--- src/rtl/core/sra_pkg.sv ---
// sra_pkg: shared types and codes of the stack region allocator
`default_nettype none
package sra_pkg;

    // command codes of an input item
    localparam logic [1:0] CMD_RESERVE = 2'd0;
    localparam logic [1:0] CMD_RELEASE = 2'd1;
    localparam logic [1:0] CMD_CLEAR   = 2'd2;

    // status codes of a result item
    localparam logic [1:0] STATUS_OK      = 2'd0;
    localparam logic [1:0] STATUS_BAD     = 2'd1;
    localparam logic [1:0] STATUS_NO_ROOM = 2'd2;
    localparam logic [1:0] STATUS_NOT_TOP = 2'd3;

    // fixed field widths
    localparam int TOP_W    = 17;
    localparam int OFFSET_W = 16;
    // header plus rounded size of a request that can still fit
    localparam int NEED_W   = 18;

    // entries of the queue between front and back
    localparam int QUEUE_DEPTH = 2;

    // classification made by the front
    typedef enum logic [2:0] {
        K_RESERVE,
        K_RELEASE,
        K_CLEAR,
        K_NULL,
        K_BAD
    } kind_t;

    typedef struct packed {
        kind_t                 kind;
        logic                  oversize;
        logic [NEED_W-1:0]     need;
        logic [OFFSET_W-1:0]   header;
    } entry_t;

endpackage
`default_nettype wire

--- src/rtl/core/sra_queue.sv ---
// sra_queue: short fifo of classified items between front and back
`default_nettype none
module sra_queue (
    input  wire logic             clk,
    input  wire logic             rst_n,
    input  wire logic             push,
    input  wire sra_pkg::entry_t  push_entry,
    input  wire logic             pop,
    output sra_pkg::entry_t       head_entry,
    output logic                  full,
    output logic                  empty
);
    import sra_pkg::*;

    localparam int PTR_W = $clog2(QUEUE_DEPTH);

    entry_t              slot_reg [QUEUE_DEPTH];
    logic [PTR_W-1:0]    wr_ptr_reg, wr_ptr_next;
    logic [PTR_W-1:0]    rd_ptr_reg, rd_ptr_next;
    logic [PTR_W:0]      count_reg, count_next;

    assign full       = (count_reg == (PTR_W+1)'(QUEUE_DEPTH));
    assign empty      = (count_reg == '0);
    assign head_entry = slot_reg[rd_ptr_reg];

    always_comb
    begin
        wr_ptr_next = wr_ptr_reg;
        rd_ptr_next = rd_ptr_reg;
        count_next  = count_reg;
        if (push)
        begin
            wr_ptr_next = wr_ptr_reg + 1'b1;
        end
        if (pop)
        begin
            rd_ptr_next = rd_ptr_reg + 1'b1;
        end
        if (push && !pop)
        begin
            count_next = count_reg + 1'b1;
        end
        else if (pop && !push)
        begin
            count_next = count_reg - 1'b1;
        end
    end

    always_ff @(posedge clk or negedge rst_n)
    begin
        if (!rst_n)
        begin
            wr_ptr_reg <= '0;
            rd_ptr_reg <= '0;
            count_reg  <= '0;
        end
        else
        begin
            wr_ptr_reg <= wr_ptr_next;
            rd_ptr_reg <= rd_ptr_next;
            count_reg  <= count_next;
        end
    end

    always_ff @(posedge clk)
    begin
        if (push)
        begin
            slot_reg[wr_ptr_reg] <= push_entry;
        end
    end

endmodule
`default_nettype wire

--- config.mk ---
export PLATFORM = sky130hd
export DESIGN_NAME = sra_queue
export DESIGN_NICKNAME = d
export VERILOG_FILES = /design/src/rtl/core/sra_pkg.sv /design/src/rtl/core/sra_queue.sv
export SDC_FILE = /design/constraint.sdc
export NUM_CORES = 1
export LEC_CHECK = 0
export BUFFER_PORTS_ARGS = -buffer_cell sky130_fd_sc_hd__buf_2
export CORE_ASPECT_RATIO = 0.8
export CORE_MARGIN = 2
export CORE_UTILIZATION = 46
export CTS_CLUSTER_DIAMETER = 60
export DETAILED_ROUTE_END_ITERATION = 16
export PLACE_DENSITY = 0.83
export SETUP_SLACK_MARGIN = 0.4
export SLEW_MARGIN = 20
export SYNTH_ARGS = -nofsm -noshare
export SYNTH_HDL_FRONTEND = slang
export SYNTH_SLANG_ARGS = --single-unit
--- constraint.sdc ---
create_clock -name clk -period 2.4 [get_ports clk]
set_clock_uncertainty 0.05 [all_clocks]
set_input_delay 0.24 -clock clk [delete_from_list [all_inputs] [get_ports clk]]
set_output_delay 0.24 -clock clk [all_outputs]
set_load 0.01 [all_outputs]
; After elaboration in Yosys (flattened, before gate mapping)
; Memories as Yosys holds them, arrays and structs flattened.
; Cells that the tools add are included.
[totals]
register_bits = 4
mem_bits_rw = 76
input_bits = 42
output_inout_bits = 40
wordCells = 19
mem_count = 1
[mem_list]
columns = name, words, width, read_ports, rd_clocked_by_memory_dff, wr, line_no
row1 = slot_reg, 2, 38, 1, 0, 1, sra_queue.sv:17  ; entry_t slot_reg [QUEUE_DEPTH];
[op_classes]
add_sub_neg = 4
eq_ne = 1
muxes = 4
reduce_logical = 6
[op_table]
columns = op, n
row1 = 2-bit 2-to-1 mux, 2
row2 = 1-bit adder (second input constant), 2
row3 = 2-bit by 1-bit adder with 2-bit output (second input constant), 1
row4 = 2-bit == test (second input constant), 1
row5 = 1-bit logical AND, 2
row6 = 1-bit zero test, 2
row7 = 2-bit zero test, 1
row8 = 1-bit 2-to-1 mux, 2
row9 = 2-bit nonzero test, 1
row10 = 2-bit by 1-bit subtractor with 2-bit output (second input constant), 1

; Logic depth before layout (Yosys ltp)
[logic_depth]
depth_word = 4
ltp_mapped = 5
ltp_nobuf = 5

; Least setup slack after synthesis
; No wires, ideal clock.
[synth_timing]
kind = register to register
from = register wr_ptr_reg
to = memory slot_reg[0][0] (netlist name), enable pin
setup_time_ns = 0.438
arrival_ns = 2.105
required_ns = 1.912
slack_ns = -0.193
stages_incl_launch_ff = 2
path_buffers = 0
synth_period_minus_slack_ns = 2.593
cell_sequence = dfrtp_1 -> nor2b_1
[synth_lines]
columns = item, line_no
row1 = start: declaration, sra_queue.sv:18  ; logic [PTR_W-1:0] wr_ptr_reg, wr_ptr_next;
row2 = start signal: assignment, sra_queue.sv:59  ; wr_ptr_reg <= wr_ptr_next;
row3 = end: declaration, sra_queue.sv:17
; No word-level cell before the write port.

==> impl_metrics.csv <==
group,metric,value,unit
outcome,status,"finished clean",
sta,tns,0,ps
finish,fin_util,59.2,%
logic_synthesis,ys_seq_area_share,80.1,%
setup_path,startpoint_type,"flop",
detailed_routing,wire_per_inst,14.9,um
worst_hold_path,hold_path_class,"in -> reg",
power,powerDensity,1140,mW/mm2
setup_path,r2r_start,"wr_ptr_reg",
detailed_routing,routed_via_density,4.61,
finish,area_growth,25.7,%
detailed_routing,drt_wl_total,4.73,mm
job,cap_violations,0,
sta,max_freq,550,MHz
sta,period_share,75.8,%
finish,antenna_cells,0,
sta,worst_pin_slew,334,ps
setup_path,crit_type,"reg -> out",
sta,slew_headroom,77.7,%
die,dieArea,0.00713,mm2
global_route,grt_first_pass_wirelength,7.17,mm
finish,layout.cells.non_filler,318,
clock_tree,cts_resized,0,
global_route,grt_pass1_vias,1511,
clock_tree,clock_sinks,80,
setup_path,required,2110,ps
finish,final_layout_size_suffix_gt1_share,61.1,%
clock_tree,cts_tree,"built",
detailed_routing,detail-route-antenna-nets,0,
clock_tree,clk_pin_slew,70,ps
detailed_routing,drt_iter0_drc,50,
logic_synthesis,syn_inst,134,
power,power,4.26,mW
clock_tree,cts-buffers-inserted,9,
sta,maxSlewViolCount,0,
setup_path,reg2reg_slack,940,ps
sta,setup_viol,0,
die,core-area,0.00631,mm2
setup_path,worstSetupEndpoint,"head_entry[32]",
sta,rsz0062_at_grt,"false",
place,placed_cells,300,
setup_path,r2r-end,"slot_reg[1][3]",
die,start_util,47.1,%
detailed_routing,num_vias,1467,
power,p_leak,1.47,nW
sta,finalCriticalPeriod,1820,ps
logic_synthesis,ys_seq_elements,80,
logic_synthesis,syn-num-nets,177,
place,place.gp.congestion,0.650,
place,io_buffers,81,
setup_path,cp_max_fo,29,
global_route,grt_max_degree,30,
detailed_routing,drc,0,
global_route,track_usage,13.7,%
die,die_w,93.9,um
finish,finalNetCount,273,
detailed_routing,first_pass_iters,4,
logic_synthesis,syn_avg_cell_area,22.2,um2
logic_synthesis,syn_area,0.00298,mm2
clock_tree,htreeDepth,3,
logic_synthesis,yosysWarnings,0,
setup_path,startpoint,"rd_ptr_reg",
setup_path,cp-end-kind,"output port",
global_route,antenna_found_initial,0,
clock_tree,cts_root_buffer,"clkbuf_8",
finish,largest_reg_flops,76,
setup_path,cp_data_arrival_time,1530,ps
die,num_rows,26,
clock_tree,clock_path_buffers,2,
sta,final_hold_viol_count,0,
die,die_h,75.9,um
place,hpwl,3.24,mm
sta,whs,36.0,ps
setup_path,r2r_cells,2,
global_route,grt_remaining_overflow,0,
clock_tree,clk_latency,330,ps
die,ios,82,
logic_synthesis,synth_cell_type_count,14,
power,vdd_drop_max,0.684,mV
cells in the final DEF (no fill, tap or decap):
| master | n |
|---|---|
| clkinv_4 | 1 |
| nor2b_4 | 1 |
| xnor2_1 | 1 |
| edfxtp_1 | 76 |
| dfrtp_2 | 1 |
| mux2_2 | 28 |
| clkbuf_8 | 9 |
| nor2b_1 | 1 |
| nor2_1 | 2 |
| dlygate4sd3_1 | 1 |
| and2_2 | 1 |
| ha_1 | 1 |
| buf_2 | 81 |
| buf_4 | 6 |
| buf_12 | 1 |
| inv_1 | 1 |
| xor2_1 | 4 |
| clkinvlp_4 | 1 |
| dfrtp_1 | 3 |
| clkinv_1 | 1 |
| mux2_4 | 10 |
| clkinv_2 | 1 |
| bufinv_16 | 2 |
synthesized netlist by cell type (all sizes together):
library cell	n	area (um2)
dfrtp	4	100
mux2	38	465
edfxtp	76	2280
nor2	2	7.51
xnor2	1	8.76
inv	1	3.75
ha	1	12.5
buf	4	41.3
and2	1	6.26
nor2b	2	12.5
xor2	4	35.0
layout make-up:
class / instances / area [um2]
fill: 488 / 2570
sequential: 80 / 2380
multi-input combinational: 49 / 557
timing repair buffer: 89 / 480
clock buffer: 9 / 124
tap: 84 / 105
clock inverter: 6 / 85.1
inverter: 1 / 3.75
power by group:
group	switching, mW	internal [mW]
clock network	0.433	0.576
logic	0.641	0.657
registers	0.0960	1.86
total	1.17	3.09
how the worst min path moves through the flow:
| stage | start | to | slack (ps) | cells past startpoint |
|---|---|---|---|---|
| 2_1_floorplan | rst_n | count_reg[0] | -110 | 0 |
| 3_3_place_gp | rst_n | count_reg[1] | -0.02 | 1 |
| 3_5_place_dp | rst_n | count_reg[1] | 5 | 1 |
| 4_1_cts | pop | rd_ptr_reg | 10 | 2 |
| 5_1_grt | push_entry[30] | slot_reg[1][30] | 9 | 1 |
| 6_report | pop | rd_ptr_reg | 40 | 2 |
metrics by stage:
step                worst slack, ps  instance area [um2]
CTS                             412                 3720
finish                          582                 3740
global route                    517                 3740
global placement                803                 3500
floorplan                       530                 2980
detailed placement              795                 3500
timing repair:
action / CTS / global route
setup buffers: 0 / 2
endpoints found under the setup margin: 0 / 12
hold buffers: 1 / 0
hold endpoints to repair: 4 / 0
critical path: stages (launching register included):
cell and delay, ps:
dfrtp_2 430, buf_12 230, mux2_2 380, buf_2 140
routing by layer:
metal | up-vias | wire (um) | GRT usage (%)
li1 | 710 | - | -
met2 | 64 | 2140 | 21.0
met1 | 686 | 2120 | 17.0
met4 | 0 | 37 | 3.48
met5 | - | 0 | 0
met3 | 7 | 426 | 7.75
cells by family (layout without fill, tap and decap cells):
| group | after synthesis | in the layout | share of synthesized area [%] |
|---|---|---|---|
| adder cells (fa/ha/maj) | 1 | 1 | 0.420 |
| multiplexers | 38 | 38 | 15.6 |
| buffers and inverters | 5 | 105 | 1.51 |
| AND/OR/NAND/NOR | 5 | 5 | 0.883 |
| flip-flops | 80 | 80 | 80.1 |
| XOR/XNOR | 5 | 5 | 1.47 |
(Power assumes the default switching activity.)
