File: config.mk
export PLATFORM = sky130hd
export DESIGN_NAME = sra_front
export DESIGN_NICKNAME = d
export VERILOG_FILES = /design/src/rtl/core/sra_pkg.sv /design/src/rtl/core/sra_front.sv
export SDC_FILE = /design/constraint.sdc
export NUM_CORES = 2
export LEC_CHECK = 0
export BUFFER_PORTS_ARGS = -buffer_cell sky130_fd_sc_hd__buf_2
export CAP_MARGIN = 15
export CORE_MARGIN = 8
export CORE_UTILIZATION = 34
export DETAILED_ROUTE_END_ITERATION = 7
export PLACE_DENSITY = 0.57
export SYNTH_ARGS = -nofsm -noshare
export SYNTH_HDL_FRONTEND = slang
export SYNTH_SLANG_ARGS = --single-unit
File: constraint.sdc
create_clock -name clk -period 5.45 [get_ports clk]
set_input_delay 1.09 -clock clk [delete_from_list [all_inputs] [get_ports clk]]
set_output_delay 1.09 -clock clk [all_outputs]
set_load 0.01 [all_outputs]
File: src/rtl/core/sra_pkg.sv
// sra_pkg: shared types and codes of the stack region allocator
`default_nettype none
package sra_pkg;

    // command codes of an input item
    localparam logic [1:0] CMD_RESERVE = 2'd0;
    localparam logic [1:0] CMD_RELEASE = 2'd1;
    localparam logic [1:0] CMD_CLEAR   = 2'd2;

    // status codes of a result item
    localparam logic [1:0] STATUS_OK      = 2'd0;
    localparam logic [1:0] STATUS_BAD     = 2'd1;
    localparam logic [1:0] STATUS_NO_ROOM = 2'd2;
    localparam logic [1:0] STATUS_NOT_TOP = 2'd3;

    // fixed field widths
    localparam int TOP_W    = 17;
    localparam int OFFSET_W = 16;
    // header plus rounded size of a request that can still fit
    localparam int NEED_W   = 18;

    // entries of the queue between front and back
    localparam int QUEUE_DEPTH = 2;

    // classification made by the front
    typedef enum logic [2:0] {
        K_RESERVE,
        K_RELEASE,
        K_CLEAR,
        K_NULL,
        K_BAD
    } kind_t;

    typedef struct packed {
        kind_t                 kind;
        logic                  oversize;
        logic [NEED_W-1:0]     need;
        logic [OFFSET_W-1:0]   header;
    } entry_t;

endpackage
`default_nettype wire

File: src/rtl/core/sra_front.sv
// sra_front: accepts items, forms the exact product and classifies each item
`default_nettype none
module sra_front #(
    parameter int ALIGN_BYTES = 16
) (
    input  wire logic                 clk,
    input  wire logic                 rst_n,
    input  wire logic                 in_valid,
    output logic                      in_ready,
    input  wire logic [1:0]           command,
    input  wire logic [31:0]          num_elements,
    input  wire logic [31:0]          element_bytes,
    input  wire logic                 pointer_present,
    input  wire logic [15:0]          pointer_offset,
    input  wire logic                 q_full,
    output logic                      q_push,
    output sra_pkg::entry_t           q_entry
);
    import sra_pkg::*;

    localparam int ALIGN_LOG = $clog2(ALIGN_BYTES);

    logic                s1_valid_reg, s1_valid_next;
    kind_t               kind_reg, kind_next;
    logic [63:0]         product_reg;
    logic [OFFSET_W-1:0] header_reg;

    logic                in_accept;
    logic [TOP_W:0]      round_sum;
    logic [NEED_W-1:0]   rounded;

    assign in_ready  = !s1_valid_reg || !q_full;
    assign in_accept = in_valid && in_ready;
    assign q_push    = s1_valid_reg && !q_full;

    // classification that needs no allocator state
    always_comb
    begin
        kind_next = K_BAD;
        unique case (command)
            CMD_RESERVE:
            begin
                kind_next = (num_elements == 32'd0 || element_bytes == 32'd0)
                            ? K_BAD : K_RESERVE;
            end
            CMD_RELEASE:
            begin
                if (!pointer_present)
                begin
                    kind_next = K_NULL;
                end
                else if (pointer_offset < OFFSET_W'(ALIGN_BYTES)
                         || pointer_offset[ALIGN_LOG-1:0] != '0)
                begin
                    kind_next = K_BAD;
                end
                else
                begin
                    kind_next = K_RELEASE;
                end
            end
            CMD_CLEAR:
            begin
                kind_next = K_CLEAR;
            end
            default:
            begin
                kind_next = K_BAD;
            end
        endcase
    end

    always_comb
    begin
        s1_valid_next = s1_valid_reg;
        if (in_accept)
        begin
            s1_valid_next = 1'b1;
        end
        else if (q_push)
        begin
            s1_valid_next = 1'b0;
        end
    end

    always_ff @(posedge clk or negedge rst_n)
    begin
        if (!rst_n)
        begin
            s1_valid_reg <= 1'b0;
        end
        else
        begin
            s1_valid_reg <= s1_valid_next;
        end
    end

    always_ff @(posedge clk)
    begin
        if (in_accept)
        begin
            kind_reg    <= kind_next;
            product_reg <= 64'(num_elements) * 64'(element_bytes);
            header_reg  <= pointer_offset - OFFSET_W'(ALIGN_BYTES);
        end
    end

    // round up to the alignment and add the header slot
    assign round_sum = {1'b0, product_reg[TOP_W-1:0]} + (TOP_W+1)'(ALIGN_BYTES - 1);
    assign rounded   = {round_sum[TOP_W:ALIGN_LOG], ALIGN_LOG'(0)};

    always_comb
    begin
        q_entry          = '0;
        q_entry.kind     = kind_reg;
        q_entry.oversize = |product_reg[63:TOP_W];
        q_entry.need     = rounded + NEED_W'(ALIGN_BYTES);
        q_entry.header   = header_reg;
    end

endmodule
`default_nettype wire

Yosys cells after proc, flatten, opt, wreduce, memory -nomap -nowiden
Index checks and enable logic that the tools add are counted.
Word-level totals
  bits in registers: 84
  bits in latches: 0
  bits in writable memories: 0
  bits in read-only memories: 0
  word-level logic and storage cells: 30
  memories kept: 0
Operators by class
  $add $sub $neg: 3
  multipliers: 1
  divide/modulo/power cells: 0
  order comparisons: 1
  equality and inequality tests: 2
  shift operators: 0
  muxes and demuxes: 6
  bitwise logic cells: 0
  reductions and logical operators: 13
Operators by type and width (count)
  logical NOT 32 bit: 2
  multiplier 32 x 32 -> 64 bit: 1
  OR reduction 47 bit: 1
  adder 17 x 4 -> 18 bit, second input constant: 1
  adder 18 x 5 -> 18 bit, second input constant: 1
  < comparator 16 x 5 -> 1 bit, second input constant: 1
  subtractor 16 x 5 -> 16 bit, second input constant: 1
  two-way mux 3 bit: 3
  one-hot mux 3 bit (3 select lines): 1
  nonzero test 4 bit: 1
  logical OR 1 bit: 3
  == test 2 x 1 -> 1 bit, second input constant: 1
  == test 2 bit, second input constant: 1
  logical AND 1 bit: 2
  logical NOT 1 bit: 2
  logical NOT 2 bit: 1
  two-way mux 1 bit: 2
  nonzero test 2 bit: 1

Longest topological paths before layout
  depth after elaboration: 5
  depth in mapped cells: 29
  depth with buffers taken out: 27

Least setup slack after synthesis
No wires, ideal clock.
  path type: input to register
  from: in num_elements[17]
  to: reg product_reg[61], data pin
  setup time: 0.270 ns
  arrival: 7.736 ns
  required time: 5.180 ns
  setup slack: -2.555 ns
  stages: 25
  path buffers: 1
  cells stage by stage: clkbuf_1 -> nand2_1 -> fa_1 -> inv_1 -> fa_1 -> inv_1 -> fa_1 -> inv_1 -> fa_1 -> inv_1 -> fa_1 -> fa_1 -> fa_1 -> fa_1 -> inv_1 -> ha_1 -> nand2_1 -> o21a_1 -> a311oi_2 -> nor2b_1 -> o41ai_1 -> a21oi_1 -> o31a_1 -> o41ai_2 -> xor2_1
On the way
  word-level cells in the longest chain between the ends: 1
RTL lines
  from (decl): line sra_front.sv:11  | input wire logic [31:0] num_elements,
  multiplier 32 x 32 -> 64 bit: line sra_front.sv:103  | product_reg <= 64'(num_elements) * 64'(element_bytes);
  to (signal assigned): line sra_front.sv:103
  to (decl): line sra_front.sv:25  | logic [63:0] product_reg;
Every way passes these cells.
A chain may end at the register's enable or synchronous reset.

Worst setup path after layout
  from: in element_bytes[10]
  to: reg product_reg[59], data pin
On the way
  word-level cells in the longest chain between the ends: 1
RTL lines
  from (decl): line sra_front.sv:12  | input wire logic [31:0] element_bytes,
  multiplier 32 x 32 -> 64 bit: line sra_front.sv:103
Every way passes these cells.

==> results.sh <==
export IMPL_syn_avg_cell_area_sq_um=9.309
export IMPL_async_reset_ff_share_pct=1.190
export IMPL_dieArea_sq_um=118600
export IMPL_slew_violations=0
export IMPL_synth_edf_count=83
export IMPL_cp_arrival_ps=7900
export IMPL_fin_nets=5647
export IMPL_yosys_area_share_simple_pct=17.77
export IMPL_post_route_period_util_pct=142.9
export IMPL_ant_nets=0
export IMPL_cts_buffers=9
export IMPL_grt_pass1_vias=30770
export IMPL_status="complete, but fails checks"
export IMPL_clock_sinks=84
export IMPL_die_h_um=344.4
export IMPL_tightest_slew_ps=844.6
export IMPL_synth_largest_area_cell="fa_1"
export IMPL_grt_total_usage_pct=17.80
export IMPL_n_fill_cell=10490
export IMPL_clock_latency_ps=350
export IMPL_cpMaxStageDelayCell="fa_1"
export IMPL_critPathMaxFanout=5
export IMPL_dr_pass1_iters=6
export IMPL_grt_max_degree=58
export IMPL_tritoncts="yes"
export IMPL_setup_viol=55
export IMPL_synthTopCellsByCount="inv_1 (900), fa_1 (896), and2_1 (574)"
export IMPL_largest_reg_flops=64
export IMPL_rsz0062_at_grt="true"
export IMPL_cts_buffer_depth=2
export IMPL_root_buffer="clkbuf_16"
export IMPL_drive_gt1_share_pct=21.62
export IMPL_htreeDepth=3
export IMPL_rows=120
export IMPL_antenna_found_initial=6
export IMPL_dpl_worst_slack_ps=-2865
export IMPL_core_region_area_sq_um=107100
export IMPL_cpMostUsedCell="fa_1"
export IMPL_hold_buffers=0
export IMPL_synth_top_family_by_area="adder cells"
export IMPL_wirelength_mm=102.6
export IMPL_endpoint_kind="flip-flop"
export IMPL_yosysSeqAreaShare_pct=6.867
export IMPL_setup_tns_ps=-101820
export IMPL_max_stage_delay_ps=570
export IMPL_synth_top_area_share_pct=48.93
export IMPL_io_buffers=122
export IMPL_critical_path_class="input pin to flip-flop"
export IMPL_ys_seq_elements=84
export IMPL_die_x_um=344.4
export IMPL_hold_path_class="input pin to asynchronous set/reset pin"
export IMPL_gp_congestion=0.8747
export IMPL_endpoint="product_reg[59]"
export IMPL_pin_count=127
export IMPL_setup_ws_ps=-2340
export IMPL_startpoint="element_bytes[10]"
export IMPL_violations="setup timing"
export IMPL_synthTopCellsByArea="fa_1 (49%), and2_1 (9.8%), inv_1 (9.2%), ha_1 (9.0%), edfxtp_1 (6.8%)"
export IMPL_required_ps=5560
export IMPL_drt_iter0_markers=1022
export IMPL_syn_area_sq_um=36660
export IMPL_finalCriticalPeriod_ps=7790
export IMPL_cp_start_kind="input pin"
export IMPL_num_vias=27320
export IMPL_initial_core_util_pct=34.24
export IMPL_area_growth_pct=22.71
export IMPL_grt_ovfl_total=0
export IMPL_yosysUniqueCellTypes=59
export IMPL_rr_endpoint="product_reg[63]"
export IMPL_clk_pin_slew_ps=70
export IMPL_max_cap_violations=0
export IMPL_synth_flop_cell="edfxtp_1"
export IMPL_hold_viol=0
export IMPL_grt_pass1_wl_mm=167.2
export IMPL_vias_per_cell=4.705
export IMPL_fmax_mhz=128.4
export IMPL_route_detailed_drc=0
export IMPL_yosys_warnings=0
export IMPL_syn_inst=3938
export IMPL_yosysMostFrequentCell="inv_1"
export IMPL_slew_headroom_pct=43.69
export IMPL_reg2reg_slack_ps=3450
export IMPL_synth_xor_area_share_pct=2.007
export IMPL_skew_ps=9.266
export IMPL_dp_hpwl_mm=90.26
export IMPL_r2r_cells=3
export IMPL_synthAdderAreaFrac_pct=57.98
export IMPL_r2r_start="s1_valid_reg"
export IMPL_synth_compound_area_share_pct=3.816
export IMPL_wl_per_cell_um=17.67
export IMPL_post_synth_mux_area_share_pct=0
-- metrics by stage --
step / cells / utilization (%) / cell area, sq um / hold slack, ps
4_1_cts: 5784 / 41.38 / 44290 / 468.0
3_3_place_gp: 5723 / 39.51 / 42300 / 489.5
3_5_place_dp: 5723 / 39.51 / 42300 / 508.4
2_1_floorplan: 3941 / - / 37150 / 534.6
6_report: 5807 / 42.02 / 44980 / 505.0
5_1_grt: 5807 / 42.02 / 44980 / 479.4
-- critical path: cells and delay by family --
| family | cells | cell delay, ps |
|---|---|---|
| AOI/OAI and AO/OA | 8 | 1280 |
| buffers and inverters | 9 | 810 |
| adders and majority gates | 9 | 4370 |
| and+or+nand+nor | 2 | 330 |
-- per-layer routing --
metal	GRT usage (%)	vias up	wire length (um)
li1	-	12460	-
met1	22.38	14240	42950
met2	32.56	470	53230
met3	1.906	152	3221
met4	4.380	2	3183
met5	0	-	13
-- logic make-up (layout without fill, tap and decap cells) --
logic type | count (synthesis) | in the layout
adders and majority gates | 1161 | 1161
other | 1 | 5
and+or+nand+nor | 1269 | 1269
AOI/OAI and AO/OA | 217 | 217
DFF | 84 | 84
buffers and inverters | 1122 | 1584
xor gates and xnor gates | 84 | 84
-- worst min-delay path by stage --
stage	from	endpoint	slack, ps	cells past startpoint
6_report	rst_n	s1_valid_reg	500	1
5_1_grt	rst_n	s1_valid_reg	480	1
4_1_cts	rst_n	s1_valid_reg	470	1
3_5_place_dp	s1_valid_reg	s1_valid_reg	510	2
3_3_place_gp	s1_valid_reg	s1_valid_reg	490	2
2_1_floorplan	s1_valid_reg	s1_valid_reg	530	2
-- cell usage in the layout (no fill, tap or decap), drive strengths merged, types with 39 or more instances in the layout --
| cell type | n |
|---|---|
| o21ai | 39 |
| xnor2 | 53 |
| inv | 903 |
| fa | 896 |
| edfxtp | 83 |
| and2 | 574 |
| ha | 265 |
| a21oi | 76 |
| nor2 | 42 |
| buf | 662 |
| nand2 | 516 |
-- layout make-up --
class	instances	area [sq um]	area share, %
Multi-Input combinational cell	2735	31410	69.83
Inverter	900	3378	7.510
Clock inverter	6	47.55	0.1057
Tap cell	1403	1755	3.902
Antenna cell	1	2.502	0.005563
Clock buffer	9	225.2	0.5007
Sequential cell	84	2517	5.596
Timing Repair Buffer	669	5644	12.55
-- what timing repair did --
item | CTS | global route
resized for setup | 309 | 128
pin swaps | 144 | 99
setup endpoints to repair | 56 | 55
setup buffers | 49 | 25
cloned | 1 | 0
Power is not shown: default switching activity piles up to over one toggle a cycle in this logic, so the estimate is an artifact.
