**config.mk**
```make
export PLATFORM = sky130hd
export DESIGN_NAME = sra_back
export DESIGN_NICKNAME = d
export VERILOG_FILES = /design/src/rtl/core/sra_pkg.sv /design/src/rtl/core/sra_back.sv
export SDC_FILE = /design/constraint.sdc
export NUM_CORES = 1
export LEC_CHECK = 0
export CORE_MARGIN = 5
export CORE_UTILIZATION = 40
export CTS_BUF_LIST = sky130_fd_sc_hd__clkbuf_4 sky130_fd_sc_hd__clkbuf_8
export DETAILED_ROUTE_END_ITERATION = 10
export DONT_BUFFER_PORTS = 1
export SYNTH_ARGS = -nofsm -noshare
export SYNTH_HDL_FRONTEND = slang
export SYNTH_SLANG_ARGS = --single-unit
```
**constraint.sdc**
```tcl
create_clock -name clk -period 6.39 [get_ports clk]
set_input_delay 0.9585 -clock clk [delete_from_list [all_inputs] [get_ports clk]]
set_output_delay 0.9585 -clock clk [all_outputs]
set_load 0.02 [all_outputs]
```
**src/rtl/core/sra_pkg.sv**
```systemverilog
// sra_pkg: shared types and codes of the stack region allocator
`default_nettype none
package sra_pkg;

    // command codes of an input item
    localparam logic [1:0] CMD_RESERVE = 2'd0;
    localparam logic [1:0] CMD_RELEASE = 2'd1;
    localparam logic [1:0] CMD_CLEAR   = 2'd2;

    // status codes of a result item
    localparam logic [1:0] STATUS_OK      = 2'd0;
    localparam logic [1:0] STATUS_BAD     = 2'd1;
    localparam logic [1:0] STATUS_NO_ROOM = 2'd2;
    localparam logic [1:0] STATUS_NOT_TOP = 2'd3;

    // fixed field widths
    localparam int TOP_W    = 17;
    localparam int OFFSET_W = 16;
    // header plus rounded size of a request that can still fit
    localparam int NEED_W   = 18;

    // entries of the queue between front and back
    localparam int QUEUE_DEPTH = 2;

    // classification made by the front
    typedef enum logic [2:0] {
        K_RESERVE,
        K_RELEASE,
        K_CLEAR,
        K_NULL,
        K_BAD
    } kind_t;

    typedef struct packed {
        kind_t                 kind;
        logic                  oversize;
        logic [NEED_W-1:0]     need;
        logic [OFFSET_W-1:0]   header;
    } entry_t;

endpackage
`default_nettype wire

```
**src/rtl/core/sra_back.sv**
```systemverilog
// sra_back: carries out reserve, release and clear against the block stack
`default_nettype none
module sra_back #(
    parameter int ALIGN_BYTES = 16,
    parameter int MAX_BLOCKS  = 4096
) (
    input  wire logic                          clk,
    input  wire logic                          rst_n,
    input  wire logic                          q_empty,
    input  wire sra_pkg::entry_t               q_head,
    output logic                               q_pop,
    input  wire logic [16:0]                   region_limit,
    output logic                               ram_we,
    output logic [$clog2(MAX_BLOCKS)-1:0]      ram_waddr,
    output logic [16:0]                        ram_wdata,
    output logic [$clog2(MAX_BLOCKS)-1:0]      ram_raddr,
    input  wire logic [16:0]                   ram_rdata,
    output logic                               out_valid,
    input  wire logic                          out_ready,
    output logic [1:0]                         status,
    output logic [15:0]                        granted_offset,
    output logic [16:0]                        bytes_used
);
    import sra_pkg::*;

    localparam int ADDR_W  = $clog2(MAX_BLOCKS);
    localparam int DEPTH_W = $clog2(MAX_BLOCKS + 1);

    typedef enum logic {
        ST_DISPATCH,
        ST_LOOKUP
    } state_t;

    state_t              state_reg, state_next;
    logic [TOP_W-1:0]    top_reg, top_next;
    logic [DEPTH_W-1:0]  depth_reg, depth_next;
    logic [OFFSET_W-1:0] header_reg, header_next;
    logic                out_valid_reg, out_valid_next;
    logic [1:0]          status_reg, status_next;
    logic [OFFSET_W-1:0] granted_reg, granted_next;
    logic [TOP_W-1:0]    bytes_reg, bytes_next;

    logic                out_free;
    logic                emit;
    logic [TOP_W-1:0]    avail;
    logic                fits;
    logic [DEPTH_W-1:0]  depth_minus;

    assign out_free    = !out_valid_reg || out_ready;
    assign avail       = region_limit - top_reg;
    assign depth_minus = depth_reg - 1'b1;

    assign fits = (depth_reg < DEPTH_W'(MAX_BLOCKS))
                  && (top_reg <= region_limit)
                  && !q_head.oversize
                  && (q_head.need <= {1'b0, avail});

    assign ram_waddr = depth_reg[ADDR_W-1:0];
    assign ram_wdata = top_reg;
    assign ram_raddr = depth_minus[ADDR_W-1:0];

    always_comb
    begin
        state_next     = state_reg;
        top_next       = top_reg;
        depth_next     = depth_reg;
        header_next    = header_reg;
        out_valid_next = out_valid_reg && !out_ready;
        status_next    = status_reg;
        granted_next   = granted_reg;
        bytes_next     = bytes_reg;
        emit           = 1'b0;
        q_pop          = 1'b0;
        ram_we         = 1'b0;

        unique case (state_reg)
            ST_DISPATCH:
            begin
                if (!q_empty && out_free)
                begin
                    q_pop        = 1'b1;
                    granted_next = '0;
                    unique case (q_head.kind)
                        K_RESERVE:
                        begin
                            emit = 1'b1;
                            if (fits)
                            begin
                                ram_we       = 1'b1;
                                top_next     = top_reg + q_head.need[TOP_W-1:0];
                                depth_next   = depth_reg + 1'b1;
                                status_next  = STATUS_OK;
                                granted_next = top_reg[OFFSET_W-1:0] + OFFSET_W'(ALIGN_BYTES);
                            end
                            else
                            begin
                                status_next = STATUS_NO_ROOM;
                            end
                        end
                        K_RELEASE:
                        begin
                            if ({1'b0, q_head.header} >= top_reg)
                            begin
                                emit        = 1'b1;
                                status_next = STATUS_BAD;
                            end
                            else if (depth_reg == '0)
                            begin
                                emit        = 1'b1;
                                status_next = STATUS_NOT_TOP;
                            end
                            else
                            begin
                                // previous top is read this cycle, compared next
                                header_next = q_head.header;
                                state_next  = ST_LOOKUP;
                            end
                        end
                        K_CLEAR:
                        begin
                            emit        = 1'b1;
                            top_next    = '0;
                            depth_next  = '0;
                            status_next = STATUS_OK;
                        end
                        K_NULL:
                        begin
                            emit        = 1'b1;
                            status_next = STATUS_OK;
                        end
                        default:
                        begin
                            emit        = 1'b1;
                            status_next = STATUS_BAD;
                        end
                    endcase
                end
            end
            ST_LOOKUP:
            begin
                emit         = 1'b1;
                granted_next = '0;
                state_next   = ST_DISPATCH;
                if (ram_rdata == {1'b0, header_reg})
                begin
                    top_next    = {1'b0, header_reg};
                    depth_next  = depth_minus;
                    status_next = STATUS_OK;
                end
                else
                begin
                    status_next = STATUS_NOT_TOP;
                end
            end
            default:
            begin
                state_next = ST_DISPATCH;
            end
        endcase

        if (emit)
        begin
            out_valid_next = 1'b1;
            bytes_next     = top_next;
        end
    end

    always_ff @(posedge clk or negedge rst_n)
    begin
        if (!rst_n)
        begin
            state_reg     <= ST_DISPATCH;
            top_reg       <= '0;
            depth_reg     <= '0;
            out_valid_reg <= 1'b0;
        end
        else
        begin
            state_reg     <= state_next;
            top_reg       <= top_next;
            depth_reg     <= depth_next;
            out_valid_reg <= out_valid_next;
        end
    end

    always_ff @(posedge clk)
    begin
        header_reg  <= header_next;
        status_reg  <= status_next;
        granted_reg <= granted_next;
        bytes_reg   <= bytes_next;
    end

    assign out_valid      = out_valid_reg;
    assign status         = status_reg;
    assign granted_offset = granted_reg;
    assign bytes_used     = bytes_reg;

endmodule
`default_nettype wire

```
Word-level counts from Yosys, hierarchy flattened
Cells that the tools add are included.

operators by class
  add/sub/neg operators = 5
  bitwise operators = 3
  equal/unequal tests = 9
  order comparisons = 4
  reductions and logical operators = 16
  mux-type cells = 38

operators with widths
  operator                                             number
  one-hot mux 17 bit (2 select lines)                  2
  one-hot mux 13 bit (2 select lines)                  2
  two-way mux 17 bit                                   3
  two-way mux 16 bit                                   3
  two-way mux 13 bit                                   3
  one-hot mux 16 bit (2 select lines)                  1
  less-or-equal comparator 18 x 17 -> 1 bit            1
  adder 17 bit                                         1
  == test 17 x 16 -> 1 bit                             1
  greater-or-equal comparator 16 x 17 -> 1 bit         1
  less-or-equal comparator 17 bit                      1
  subtractor 17 bit                                    1
  adder 16 x 5 -> 16 bit (second input constant)       1
  two-way mux 1 bit                                    15
  adder 13 x 1 -> 13 bit (second input constant)       1
  logical NOT 13 bit                                   1
  < comparator 13 bit (second input constant)          1
  subtractor 13 x 1 -> 13 bit (second input constant)  1
  two-way mux 2 bit                                    5
  == test 3 x 2 -> 1 bit (second input constant)       2
  one-hot mux 2 bit (3 select lines)                   1
  logical AND 1 bit                                    5
  AND reduction 5 bit                                  1
  logical NOT 1 bit                                    4
  other kinds (14)                                     17

word-level totals
  register bits = 83

Longest topological paths before layout
  depth in word-level cells = 8
  mapped depth = 22
  gate-level depth less buffers = 21

Least setup slack after synthesis
No wires, ideal clock.

  path type = input port to output port
  start = input region_limit[0]
  end = output ram_we
  stages on the path = 19
  arrival = 3910 ps
  buffers on the path = 0
  path slack = 1521 ps
  required time = 5431 ps
  cells stage by stage = inv_1 > ha_1 > fa_1 > nor2b_1 > o21ai_0 > a21boi_0 > o21ai_0 > a31oi_1 > a41oi_1 > a21oi_1 > xnor2_1 > ha_1 > inv_1 > o211ai_1 > nor3_1 > o211ai_1 > nand2_1 > nand4_1 > inv_2

between the ends
  cells in the longest elaborated chain, start to end = 8
  elaborated cells on any way between the ends = 10
  those cells by class = add/sub (1); order compare (2); mux (4); reduce/logical (3)

RTL lines
  what                                                                                               line            source
  start: declaration                                                                                 sra_back.sv:12  input wire logic [16:0] region_limit,
  parallel branches: the longest is 3 deep, another holds less-or-equal comparator 18 x 17 -> 1 bit  -
  logical AND 1 bit *                                                                                sra_back.sv:56  && (q_head.need <= {1'b0, avail});
  two-way mux 1 bit *                                                                                sra_back.sv:87  if (fits)
  two-way mux 1 bit *                                                                                sra_back.sv:83  unique case (q_head.kind)
  two-way mux 1 bit *                                                                                sra_back.sv:79  if (!q_empty && out_free)
  two-way mux 1 bit *                                                                                sra_back.sv:76  unique case (state_reg)
  end: declaration                                                                                   sra_back.sv:13  output logic ram_we,

Mark *: on every way between the ends.

Final worst setup path
Ends and elaborated chain as after synthesis.

==> metrics.cfg <==
[run_status]
status = finished clean

[timing]
worstMarginPinSlew_ns = 0.975
slew_viol_final = 0
hold_viol = 0
finalCritPeriodShare_pct = 86.8
max_freq_ghz = 0.180
fin_crit_ns = 5.55
skew_ns = 0.0178
rsz0062_at_grt = false
setup-tns-final_ns = 0
setup_viol = 0
relSlewSlack_pct = 34.4

[clock_network]
cts_root_buffer = clkbuf_8
htreeDepth = 3
path_clk_slew_ns = 0.10
cts.sinks = 83
hold_buffers = 0
clock_latency_ns = 0.38
tritoncts.num_buffers = 9
cts_tree = done
cts_buffer_depth = 2
cts_setup_buffers = 0
cts_resized = 0

[detailed_routing]
finalWirelength_um = 20200
detail-route-antenna-nets = 0
via_per_inst = 5.93
drcViolationCount = 0
drt_pass1_iterations = 5
avgRoutedWirePerCell_um = 22.8
drt_iter0_drc = 418
vias = 5233

[layout]
final-instance-count-excl-fill = 883
synthToLayoutAreaGrowth_pct = 6.59
final_cell_mix = ha_1 (70), nor2_1 (61), edfxtp_1 (51)
drive_gt1_share_pct = 5.36
fin_area_mm2 = 0.00670
final_common_cell = ha_1
diodes = 0
fin_nets = 815

[global_route]
grt_overflow = 0
grt_use_total_pct = 22.0
antenna_found_initial = 0
grt_pass1_vias = 5203
grt_max_degree = 33
grt_pass1_wl_um = 30500

[placement]
placed_cells = 867
gp_congestion = 0.949
dpl.hpwl_um = 16400
portBuffers = 0
placed_area_mm2 = 0.00647

[floorplan]
rows = 45
pin_count = 155
die_y_um = 135
die_area_mm2 = 0.0183
die_x_um = 135
start_util_pct = 41.0
core_mm2 = 0.0153

[synth]
ys.flop_type = edfxtp_1
syn-num-nets = 819
synth_seq_cells = 83
seq_area_frac_synth_pct = 37.1
postSynthCellCount = 671
ys_types = 62
avgSynthCellArea_um2 = 9.36
synthArstFlopShare_pct = 38.6
synth_edf_count = 51
netlist_area_mm2 = 0.00628
ys.warnings.count = 0

[power]
swShare_pct = 44.9
clkPwrFrac_pct = 19.6
p_comb_share_pct = 41.0
p_switching_uw = 1010
powerDensity_mw_per_mm2 = 337
total_leakage_power_uw = 0.00270
p_seq_share_pct = 39.5
ir_worst_vdd_uv = 134
internal-power_uw = 1240

[min_path]
hold_path.class = input pin to async pin

[worst_setup_path]
required_ns = 5.43
slowest_stage = fa_1
arrival_ns = 4.59
cp-start-kind = input pin
end_kind = output pin
crit_type = input pin to output pin
worst-path-max-fanout = 13
worst_path_largest_cell_delay_ns = 0.41
path_cells = inv_1, ha_1, fa_1, nor2b_1, o21ai_0, a21boi_0, o21ai_0, a31oi_1, a41oi_1, a21oi_1, xnor2_1, ha_1, inv_1, o211ai_1, nor3_1, o211ai_1, nand2_1, nand4_1, buf_4, inv_2

[run]
maxCapViolations = 0

[area by class of cell]
cell class	instances	area, µm²
Fill cell	1508	8620
Multi-Input combinational cell	511	3600
Sequential cell	83	2330
Tap cell	211	264
Inverter	52	195
Clock buffer	9	124
Clock inverter	7	105
Timing Repair Buffer	10	75.1
[routing by layer]
metal / wire [µm] / vias to the layer above / track usage, %
li1: - / 2448 / -
met1: 8630 / 2513 / 29.0
met2: 9000 / 251 / 34.6
met3: 2150 / 21 / 7.50
met4: 382 / 0 / 6.10
met5: 0 / - / 0
[critical path, delay by kind of cell]
kind                       cells  cell delay, ns
AOI/OAI and AO/OA              8            1.61
xor gates and xnor gates       1            0.14
adders and majority gates      3            0.87
buffers and inverters          4            0.48
and+or+nand+nor                4            0.52
[kinds of logic (layout without fill, tap and decap cells)]
group | after synthesis | after routing | share of synthesized area [%]
buffers and inverters | 77 | 78 | 5.64
muxes | 2 | 2 | 0.339
adders and majority gates | 72 | 72 | 14.6
AOI/OAI and AO/OA | 158 | 158 | 16.8
xor gates and xnor gates | 60 | 60 | 8.36
and+or+nand+nor | 219 | 219 | 17.1
DFF | 83 | 83 | 37.1
[cells in the mapped netlist, drive strengths merged (13+ instances only)]
library cell | instances | area [µm²]
buf | 19 | 136
xor2 | 22 | 193
dfrtp | 32 | 801
ha | 70 | 876
nand2 | 43 | 161
o21ai | 27 | 135
xnor2 | 38 | 333
nand4 | 15 | 93.8
a21oi | 38 | 190
o22ai | 15 | 93.8
inv | 52 | 195
edfxtp | 51 | 1530
nor2 | 61 | 229
nand3 | 27 | 135
nor3 | 16 | 80.1
and3 | 13 | 81.3
[metrics by stage]
stage | setup slack, ns | hold slack, ns | power [µW] | util (%)
after CTS | 0.900 | 0.247 | 2250 | 43.7
after global placement | 1.04 | 0.527 | 1780 | 42.2
final | 0.845 | 0.259 | 2260 | 43.7
after detailed placement | 0.904 | 0.533 | 1810 | 42.2
after floorplan | 1.52 | 0.502 | 1610 | -
after global routing | 0.415 | 0.231 | 2410 | 43.7
[worst paths after layout]
path	from	slack [ns]	endpoint	cells past startpoint
worst max-delay path	region_limit[0]	0.84	ram_we	20
worst min-delay path	rst_n	0.26	ram_wdata[1]$_DFF_PN0_	0
worst max register to register	ram_wdata[2]$_DFF_PN0_	1.20	bytes_used[7]$_DFFE_PP_	20
worst min register to register	header_reg[0]$_DFFE_PP_	0.56	ram_wdata[0]$_DFF_PN0_	2
max in group asynchronous	rst_n	6.02	depth_reg[1]$_DFFE_PN0P_	0
min in group clk	header_reg[0]$_DFFE_PP_	0.56	ram_wdata[0]$_DFF_PN0_	2
[power by group through the flow]
stage | combinational [µW] | clock (µW) | sequential (µW)
final | 925 | 441 | 890
after global routing | 1040 | 471 | 904
after CTS | 914 | 448 | 891
after detailed placement | 911 | 0 | 902
after global placement | 883 | 0 | 902
after floorplan | 786 | 0 | 821
Note: power is estimated with default switching activity, not from simulation.
